--- src/design/lrfe_pkg.sv ---
// -----------------------------------------------------------------------------
// lrfe_pkg
// Types and codes shared by the linear ramp fade engine.
// -----------------------------------------------------------------------------
package lrfe_pkg;

  // Fixed port widths
  localparam int unsigned DUR_W       = 32;  // duration register
  localparam int unsigned TIME_IN_W   = 32;  // time_amount field
  localparam int unsigned CFG_DATA_W  = 32;  // widest register
  localparam int unsigned CFG_INDEX_W = 3;

  // Channel slots on the ports
  localparam int unsigned MAX_CH = 3;
  localparam int unsigned CH_W   = 2;

  // Register indexes
  localparam logic [CFG_INDEX_W-1:0] REG_DURATION  = 3'd0;
  localparam logic [CFG_INDEX_W-1:0] REG_LOOP_MODE = 3'd1;
  localparam logic [CFG_INDEX_W-1:0] REG_BEGIN_0   = 3'd2;
  localparam logic [CFG_INDEX_W-1:0] REG_BEGIN_1   = 3'd3;
  localparam logic [CFG_INDEX_W-1:0] REG_BEGIN_2   = 3'd4;
  localparam logic [CFG_INDEX_W-1:0] REG_END_0     = 3'd5;
  localparam logic [CFG_INDEX_W-1:0] REG_END_1     = 3'd6;
  localparam logic [CFG_INDEX_W-1:0] REG_END_2     = 3'd7;

  // Loop mode codes
  localparam logic [1:0] LOOP_FINITE    = 2'd0;
  localparam logic [1:0] LOOP_RESTART   = 2'd1;
  localparam logic [1:0] LOOP_PING_PONG = 2'd2;

  // Request time mode codes
  localparam logic TIME_ADD = 1'b0;
  localparam logic TIME_SET = 1'b1;

  // Sequencer states
  typedef enum logic [4:0] {
    S_IDLE = 5'b00001,
    S_DIV  = 5'b00010,
    S_MUL  = 5'b00100,
    S_ACC  = 5'b01000,
    S_OUT  = 5'b10000
  } lrfe_state_t;

endpackage

--- src/design/linear_ramp_fade_engine_unit.sv ---
// -----------------------------------------------------------------------------
// linear_ramp_fade_engine_unit
// Three-channel linear ramp (fade) engine with finite, restart and ping-pong
// end-of-ramp behaviour.
// -----------------------------------------------------------------------------
// Usage:
//  - Configuration: cfg_write_en/cfg_index/cfg_data write one register per
//    clock (0 duration, 1 loop mode, 2..4 begin values, 5..7 end values).
//    Write only while the engine is idle with no request outstanding.
//  - Input request (in_valid/in_ready): mode 0 adds time_amount to elapsed
//    time (saturating), mode 1 sets it. in_ready is high only while idle.
//  - Result (out_valid/out_ready): three channel values plus endlife,
//    finished and reversed flags, held in an output register.
//  - Sequence: the restoring divider forms FRACTION_BITS progress bits, one
//    quotient bit a cycle, then the single shared multiplier serves each
//    channel in turn (multiply, then accumulate); the divider is skipped at
//    end of ramp. The result is loaded in the final state, and in_ready
//    returns as it is loaded, so a new request is accepted only after the
//    last one has left the sequencer.
//  - A stalled receiver holds the result register; the next request may be
//    accepted and worked on, and waits in the final state until the register
//    frees up.
//  - Reset (rst, synchronous) restores duration 1, finite mode, zero values,
//    zero elapsed time, forward direction and clears finished.
// -----------------------------------------------------------------------------
module linear_ramp_fade_engine_unit #(
  parameter int unsigned CHANNELS      = 3,
  parameter int unsigned VALUE_WIDTH   = 16,
  parameter int unsigned TIME_WIDTH    = 32,
  parameter int unsigned FRACTION_BITS = 16
) (
  input  logic                                clk,
  input  logic                                rst,
  // configuration port
  input  logic                                cfg_write_en,
  input  logic [lrfe_pkg::CFG_INDEX_W-1:0]    cfg_index,
  input  logic [lrfe_pkg::CFG_DATA_W-1:0]     cfg_data,
  // input requests
  input  logic                                in_valid,
  output logic                                in_ready,
  input  logic                                mode,
  input  logic [lrfe_pkg::TIME_IN_W-1:0]      time_amount,
  // results
  output logic                                out_valid,
  input  logic                                out_ready,
  output logic signed [VALUE_WIDTH-1:0]       value_0,
  output logic signed [VALUE_WIDTH-1:0]       value_1,
  output logic signed [VALUE_WIDTH-1:0]       value_2,
  output logic                                endlife_pulse,
  output logic                                finished_flag,
  output logic                                reversed_flag
);

  import lrfe_pkg::*;

  // Derived widths
  localparam int unsigned VW    = VALUE_WIDTH;
  localparam int unsigned TW    = TIME_WIDTH;
  localparam int unsigned FB    = FRACTION_BITS;
  localparam int unsigned AW    = (TW > TIME_IN_W) ? TW : TIME_IN_W;  // amount staging
  localparam int unsigned CW    = (TW > DUR_W) ? TW : DUR_W;          // end-of-ramp compare
  localparam int unsigned PW    = VW + FB + 3;                        // product width
  localparam int unsigned CNT_W = $clog2(FB);
  localparam logic [FB:0] ONE_Q = {1'b1, {FB{1'b0}}};

  // ---------------------------------------------------------------------------
  // Configuration registers
  // ---------------------------------------------------------------------------
  logic [DUR_W-1:0]       duration;
  logic [1:0]             loop_mode;
  logic signed [VW-1:0]   begin_val [MAX_CH];
  logic signed [VW-1:0]   end_val   [MAX_CH];

  always_ff @(posedge clk) begin
    if (rst) begin
      duration  <= DUR_W'(1);
      loop_mode <= LOOP_FINITE;
      for (int i = 0; i < MAX_CH; i++) begin
        begin_val[i] <= '0;
        end_val[i]   <= '0;
      end
    end else if (cfg_write_en) begin
      unique case (cfg_index)
        REG_DURATION:  duration     <= cfg_data[DUR_W-1:0];
        REG_LOOP_MODE: loop_mode    <= cfg_data[1:0];
        REG_BEGIN_0:   begin_val[0] <= cfg_data[VW-1:0];
        REG_BEGIN_1:   begin_val[1] <= cfg_data[VW-1:0];
        REG_BEGIN_2:   begin_val[2] <= cfg_data[VW-1:0];
        REG_END_0:     end_val[0]   <= cfg_data[VW-1:0];
        REG_END_1:     end_val[1]   <= cfg_data[VW-1:0];
        REG_END_2:     end_val[2]   <= cfg_data[VW-1:0];
        default: ;
      endcase
    end
  end

  // ---------------------------------------------------------------------------
  // Ramp state and sequencer registers
  // ---------------------------------------------------------------------------
  lrfe_state_t          state;
  logic [TW-1:0]        elapsed;
  logic                 reverse_dir;
  logic                 done_flag;
  logic                 at_end_r;    // this request reached end of ramp
  logic                 rev_used;    // direction the values are computed in
  logic [DUR_W-1:0]     rem;         // divider remainder
  logic [FB-1:0]        quot;        // progress bits, MSB first
  logic [CNT_W-1:0]     div_cnt;
  logic [CH_W-1:0]      ch;
  logic signed [PW-1:0] prod;
  logic signed [VW-1:0] val_res [MAX_CH];

  logic signed [VW-1:0] val_out [MAX_CH];

  logic                 accept;
  logic                 out_free;

  assign in_ready = (state == S_IDLE);
  assign accept   = in_valid && in_ready;
  assign out_free = !out_valid || out_ready;

  // ---------------------------------------------------------------------------
  // Elapsed time update, evaluated on the accepted request
  // ---------------------------------------------------------------------------
  logic [AW-1:0] amt_wide;
  logic [TW-1:0] amt;
  logic [TW:0]   sum;
  logic [TW-1:0] new_el;
  logic          at_end_c;

  always_comb begin
    amt_wide = AW'(time_amount);
    amt      = amt_wide[TW-1:0];
    sum      = {1'b0, elapsed} + {1'b0, amt};
    if (mode == TIME_SET) begin
      new_el = amt;
    end else if (sum[TW]) begin
      new_el = '1;  // saturate
    end else begin
      new_el = sum[TW-1:0];
    end
    at_end_c = CW'(new_el) >= CW'(duration);
  end

  // ---------------------------------------------------------------------------
  // Shared datapath: divider step, multiply, accumulate
  // ---------------------------------------------------------------------------
  logic [DUR_W:0]       rem_sh;
  logic                 rem_ge;
  logic [FB:0]          prog_c;
  logic [FB:0]          eff_c;
  logic signed [VW:0]   diff_c;
  logic signed [PW-1:0] prod_c;
  logic signed [PW-1:0] acc_c;

  always_comb begin
    rem_sh = {rem, 1'b0};
    rem_ge = rem_sh >= {1'b0, duration};

    prog_c = at_end_r ? ONE_Q : {1'b0, quot};
    eff_c  = rev_used ? (ONE_Q - prog_c) : prog_c;

    diff_c = (VW+1)'(end_val[ch]) - (VW+1)'(begin_val[ch]);
    prod_c = PW'(diff_c) * PW'($signed({1'b0, eff_c}));

    // floor division by 2^FB is an arithmetic shift
    acc_c  = PW'(begin_val[ch]) + (prod >>> FB);
  end

  // ---------------------------------------------------------------------------
  // Sequencer
  // ---------------------------------------------------------------------------
  always_ff @(posedge clk) begin
    if (rst) begin
      state       <= S_IDLE;
      elapsed     <= '0;
      reverse_dir <= 1'b0;
      done_flag   <= 1'b0;
      out_valid   <= 1'b0;
    end else begin
      // result register fills as the request leaves, empties on acceptance
      if (state == S_OUT && out_free) begin
        out_valid <= 1'b1;
      end else if (out_ready) begin
        out_valid <= 1'b0;
      end

      unique case (state)
        S_IDLE: begin
          if (accept) begin
            at_end_r <= at_end_c;
            rev_used <= reverse_dir;
            rem      <= DUR_W'(new_el);  // fits whenever the divider runs
            div_cnt  <= '0;
            ch       <= '0;
            if (at_end_c && (loop_mode == LOOP_RESTART || loop_mode == LOOP_PING_PONG)) begin
              elapsed <= '0;
            end else begin
              elapsed <= new_el;
            end
            if (at_end_c && loop_mode == LOOP_FINITE) begin
              done_flag <= 1'b1;
            end
            if (at_end_c && loop_mode == LOOP_PING_PONG) begin
              reverse_dir <= !reverse_dir;
            end
            state <= at_end_c ? S_MUL : S_DIV;
          end
        end

        S_DIV: begin
          quot <= {quot[FB-2:0], rem_ge};
          if (rem_ge) begin
            rem <= DUR_W'(rem_sh - {1'b0, duration});
          end else begin
            rem <= rem_sh[DUR_W-1:0];
          end
          div_cnt <= div_cnt + CNT_W'(1);
          if (div_cnt == CNT_W'(FB - 1)) begin
            state <= S_MUL;
          end
        end

        S_MUL: begin
          prod  <= prod_c;
          state <= S_ACC;
        end

        S_ACC: begin
          if (at_end_r && loop_mode == LOOP_RESTART) begin
            val_res[ch] <= begin_val[ch];
          end else begin
            val_res[ch] <= acc_c[VW-1:0];
          end
          if (ch == CH_W'(CHANNELS - 1)) begin
            state <= S_OUT;
          end else begin
            ch    <= ch + CH_W'(1);
            state <= S_MUL;
          end
        end

        S_OUT: begin
          if (out_free) begin
            state <= S_IDLE;
          end
        end

        default: state <= S_IDLE;
      endcase
    end
  end

  // Result register, loaded as the request leaves the sequencer
  always_ff @(posedge clk) begin
    if (state == S_OUT && out_free) begin
      for (int i = 0; i < MAX_CH; i++) begin
        val_out[i] <= val_res[i];
      end
      endlife_pulse <= at_end_r;
      finished_flag <= done_flag;
      reversed_flag <= reverse_dir;
    end
  end

  // Unused channel slots read as zero
  assign value_0 = val_out[0];
  assign value_1 = (CHANNELS > 1) ? val_out[1] : '0;
  assign value_2 = (CHANNELS > 2) ? val_out[2] : '0;

  // ---------------------------------------------------------------------------
  // Assertions
  // ---------------------------------------------------------------------------
  a_busy_after_accept: assert property (@(posedge clk) disable iff (rst)
    accept |=> !in_ready)
    else $error("in_ready high the cycle after a request was accepted");

  a_done_sticky: assert property (@(posedge clk) disable iff (rst)
    done_flag |=> done_flag)
    else $error("finished state cleared without reset");

  a_div_bound: assert property (@(posedge clk) disable iff (rst)
    (state == S_DIV) |-> (div_cnt <= CNT_W'(FB - 1)))
    else $error("divider ran past the last fraction bit");

  a_out_hold: assert property (@(posedge clk) disable iff (rst)
    (state == S_OUT && out_valid && !out_ready) |=> (state == S_OUT))
    else $error("result left the sequencer while the output register was full");

endmodule
--- config.mk ---
export PLATFORM = sky130hd
export DESIGN_NAME = linear_ramp_fade_engine_unit
export DESIGN_NICKNAME = d
export VERILOG_FILES = /design/src/design/lrfe_pkg.sv /design/src/design/linear_ramp_fade_engine_unit.sv
export SDC_FILE = /design/constraint.sdc
export NUM_CORES = 1
export LEC_CHECK = 0
export BUFFER_PORTS_ARGS = -buffer_cell sky130_fd_sc_hd__buf_2
export CAP_MARGIN = 10
export CORE_MARGIN = 2
export CORE_UTILIZATION = 55
export DETAILED_ROUTE_END_ITERATION = 16
export GPL_ROUTABILITY_DRIVEN = 0
export GPL_TIMING_DRIVEN = 0
export PLACE_DENSITY_LB_ADDON = 0.1
export SLEW_MARGIN = 20
export SYNTH_ARGS = -nofsm -noshare
export SYNTH_HDL_FRONTEND = slang
export SYNTH_SLANG_ARGS = --single-unit
--- constraint.sdc ---
create_clock -name clk -period 16.3 [get_ports clk]
set_input_delay 0.815 -clock clk [delete_from_list [all_inputs] [get_ports clk]]
set_output_delay 0.815 -clock clk [all_outputs]
set_load 0.005 [all_outputs]
Word level (Yosys, flattened, before mapping):

Memories as Yosys holds them, arrays and structs flattened. A register that Yosys moved wholly into a read port is not among the register bits.
Cells that the tools add are included.

* input bits: 73
* memories kept: 4
* register bits: 165
* bits in writable memories: 192

Memory list
* begin_val: depth 3, width 16, rd ports 1, clocked after Yosys merged registers in 1, write ports 3, RTL line linear_ramp_fade_engine_unit.sv:71 `logic signed [VW-1:0] begin_val [MAX_CH];`
* end_val: depth 3, width 16, rd ports 1, clocked after Yosys merged registers in 1, write ports 3, RTL line linear_ramp_fade_engine_unit.sv:72 `logic signed [VW-1:0] end_val [MAX_CH];`
* val_out: depth 3, width 16, rd ports 3, clocked after Yosys merged registers in 0, write ports 3, RTL line linear_ramp_fade_engine_unit.sv:113 `logic signed [VW-1:0] val_out [MAX_CH];`
* val_res: depth 3, width 16, rd ports 3, clocked after Yosys merged registers in 0, write ports 1, RTL line linear_ramp_fade_engine_unit.sv:111 `logic signed [VW-1:0] val_res [MAX_CH];`

* eq/ne operators: 20
* muxes and demuxes: 66
* order comparisons: 2
* $add $sub $neg: 7
* bitwise operators: 8
* multiply operators: 1
* reduce and logical (&&, ||, !) cells: 26

Operators with widths (count)
* $mux W32: 5
* $mux W16: 7
* $pmux W32 S2: 1
* $mux W1: 38
* $mux W17: 2
* $add A32 B32 Y33: 1
* $ge A33 B32 Y1: 1
* $ge A32 B32 Y1: 1
* $mul A17 B18 Y32: 1
* $sub A32 B32 Y32: 1
* $pmux W5 S5: 1
* $mux W5: 4
* $sub A16 B16 Y17: 1
* $sub A17 B17 Y17 const A: 1
* $add A16 B16 Y16: 1
* $reduce_and A3 Y1: 5
* $eq A3 B3 Y1 const B: 4
* $reduce_and A2 Y1: 5
* $mux W2: 4
* $pmux W4 S2: 1
* $or A1 B1 Y1: 7
* $eq A3 B2 Y1 const B: 2
* $logic_and A1 B1 Y1: 6
* $ne A2 B2 Y1 const B: 3
* other kinds (22): 27

Longest topological paths before layout:

* depth after elaboration: 7
* gate-level depth with buffers: 38
* gate-level depth less buffers: 36

Least setup slack after synthesis:

Ideal clock, no wire load.

* path type: register to register
* from: register (tool-made name)
* to: register prod[31], data pin
* data required time: 16.032 ns
* period minus slack after synthesis: 9.660 ns
* cell stages (with the launch flop): 36
* arrival: 9.392 ns
* setup slack: 6.640 ns
* cell sequence: dfxtp_1 > clkbuf_1 > buf_1 > mux2i_1 > nor2_1 > a21oi_1 > inv_1 > fa_1 > and2b_1 > o21ai_1 > a2111oi_4 > nor3_1 > o41ai_1 > a21o_1 > a211oi_1 > mux2i_4 > clkinv_1 > nand2_1 > fa_1 > fa_1 > inv_1 > fa_1 > fa_1 > fa_1 > fa_1 > ha_1 > nand3_1 > a211o_1 > a21o_1 > a211oi_2 > o2111ai_1 > a211o_1 > a31oi_4 > o41ai_1 > xnor2_1 > xnor3_1

RTL lines
* to (signal assigned): RTL line linear_ramp_fade_engine_unit.sv:225 `prod <= prod_c;`
* to (decl): RTL line linear_ramp_fade_engine_unit.sv:110 `logic signed [PW-1:0] prod;`

==> impl_metrics.yaml <==
clock_network:
  cts_tree: "done"
  insertion_delay_ps: 550
  root_buffer: "clkbuf_16"
  clk_pin_slew_ps: 60
  cts.htree.levels: 2
  clock_sinks: 343
  cts_setup_buffers: 0
  ctsHoldBuffers: 0
  clock_path_buffers: 3
  cts_buffers: 38
  cts_resized: 0
yosys:
  synthCells: 2796
  yosys_warnings: 0
  yosys.cell_types.count: 78
  yosys_register_bits: 343
  synth-seq-area-share: 0.3469
  yosys-top-cells-area: "edfxtp_1 29%, fa_1 17%, ha_1 11%, dfxtp_1 5.5%, inv_1 5.0%"
  synth-main-ff-cell: "edfxtp_1"
  async_flop_share: 0
  syn_area_sq_um: 27500
  synth.avg_cell_area_sq_um: 9.834
  synthTopCellsByCount: "368 x inv_1, 327 x nand2_1, 273 x nor2_1"
  yosysTopAreaCellShare: 0.2916
  synth_largest_area_cell: "edfxtp_1"
  yosysMostFrequentCell: "inv_1"
  synth_edf_count: 267
  syn_nets: 3337
critical_path:
  critPathMaxFanout: 10
  critPathRequiredTime_ps: 16570
  slowest_delay_ps: 650
  crit_slowest_cell: "buf_1"
  crit_type: "reg -> reg"
  arrival_ps: 11970
  startpoint_type: "flip-flop"
  cp-end-kind: "flip-flop"
  crit_top_cell: "fa_1"
floorplanning:
  die_h_microns: 227.6
  io_pins: 126
  rows: 81
  die_area_sq_um: 51800
  fp.dieW_microns: 227.6
  core_sq_um: 49150
  start_util: 0.5594
routing:
  wl_met3_microns: 4023
  routed-wl-met2_microns: 35620
  viasPerCell: 5.735
  top_layer_used: "met5"
  wl_per_cell_microns: 19.88
  vias: 20983
  drt-pass1-iter-count: 6
  met1_length_microns: 28860
  drc: 0
  drt_first_iter_violations: 1442
  postRouteAntennaNets: 0
  routed_wl_microns: 72720
timing:
  slew_headroom: 0.1844
  fin_crit_sh: 0.7176
  min_period_ps: 11700
  hold_viol: 0
  rsz0062_at_grt: "false"
  setup_tns_ps: 0
  slew_viol_final: 0
  fmax_mhz: 85.49
  setup_violations: 0
  holdWs_ps: 416.0
  tightest_slew_ps: 1223
  finClkSkew_ps: 22.09
  fin_ws_ps: 4603
min_path:
  hold_path.class: "reg -> reg"
  min_from: "val_res[2][12]"
final_layout:
  finalNetCount: 3505
  drive_gt1_frac: 0.07587
  n_fill_cell: 4221
  area_delta_synth_final_pct: 10.50
placed_design:
  dpl_worst_slack_ps: 4644
  io_buffers: 123
  hpwl_microns: 57540
global_routing:
  overflow: 0
  grt_pass1_vias: 21392
  track_usage: 0.2867
  grt_max_degree: 29
  antenna_found_initial: 4
  grt_pass1_wl_microns: 113600
job:
  cap_violations: 0
outcome:
  outcome: "finished, final reports clean"
worst max-delay path, delay by kind of cell, from the launching register on:
| kind | cells | cell delay [ps] |
|---|---|---|
| fa+ha+maj | 8 | 4120 |
| simple gates | 5 | 790 |
| buf+inv | 5 | 1630 |
| xor+xnor | 2 | 470 |
| compound gates | 13 | 3480 |
| mux | 2 | 600 |
| flops | 1 | 300 |
layer usage:
layer  vias to the layer above  GRT usage
met5                         -          0
met4                         2     0.1543
met3                       193    0.04027
met2                       707     0.4974
met1                     10261     0.3459
li1                       9820          -
final timing paths:
path / to / slack, ps / depth (start not counted)
setup reg to reg: prod[31] / 4600 / 35
hold / removal: val_out[0][44] / 420 / 0
setup / recovery: prod[31] / 4600 / 35
hold reg to reg: val_out[0][44] / 420 / 0
cells in the final DEF (no fill, tap or decap), types with 10 or more instances in the layout:
master,instances
nand2_1,327
inv_1,368
clkinv_1,10
nand3_1,21
a21o_1,59
nand2b_1,19
xnor2_1,66
or3_1,12
xor2_1,36
a211oi_1,30
o211ai_1,13
nor2b_1,21
o21a_1,30
clkbuf_1,90
a2bb2oi_1,16
o22ai_1,17
or2_2,15
buf_2,125
a31oi_1,14
o21ai_0,101
edfxtp_1,267
nor2_1,272
nor3_1,38
clkbuf_16,40
a21oi_1,136
a22o_1,23
fa_1,227
and2_1,54
mux2i_1,46
ha_1,241
and3_1,12
nand4_1,13
dfxtp_1,76
sequential cells by signal, summed over array words and instances (netlist names), 4 cells and up, named ones only:
name	flops
begin_val	48
div_cnt	4
duration	32
elapsed	32
end_val	48
prod	16
quot	16
rem	32
state	5
val_out	48
val_res	48
through the flow:
stage | std cells | cell area (sq um) | util
final | 3659 | 30380 | 0.6181
after global routing | 3658 | 30380 | 0.6181
after floorplan | 2796 | 27500 | -
after CTS | 3656 | 30360 | 0.6177
after detailed placement | 3588 | 29090 | 0.5919
after global placement | 3583 | 28940 | 0.5888
cell type report:
cell class                      instances  area (sq um)  area share
Sequential cell                       343          9539      0.3140
Tap cell                              664         830.8     0.02734
Antenna cell                            3         7.507   0.0002471
Clock buffer                           44          1016     0.03344
Multi-Input combinational cell       1986         16260      0.5353
Buffer                                 96         361.6     0.01190
Timing Repair Buffer                  128         718.2     0.02364
Clock inverter                         24         254.0    0.008359
Inverter                              371          1393     0.04583
kinds of logic (layout without fill, tap and decap cells):
group           after synthesis  count (layout)  share of synthesized area
fa+ha+maj                   468             468                     0.2749
compound gates              529             529                     0.1271
xor+xnor                    106             106                    0.03426
buf+inv                     467             663                    0.06380
mux                          51              51                    0.01920
simple gates                832             832                     0.1338
flops                       343             343                     0.3469
other cells                   0               3                          0
Power is not shown: default switching activity piles up to over one toggle a cycle in this logic, so the estimate is an artifact.
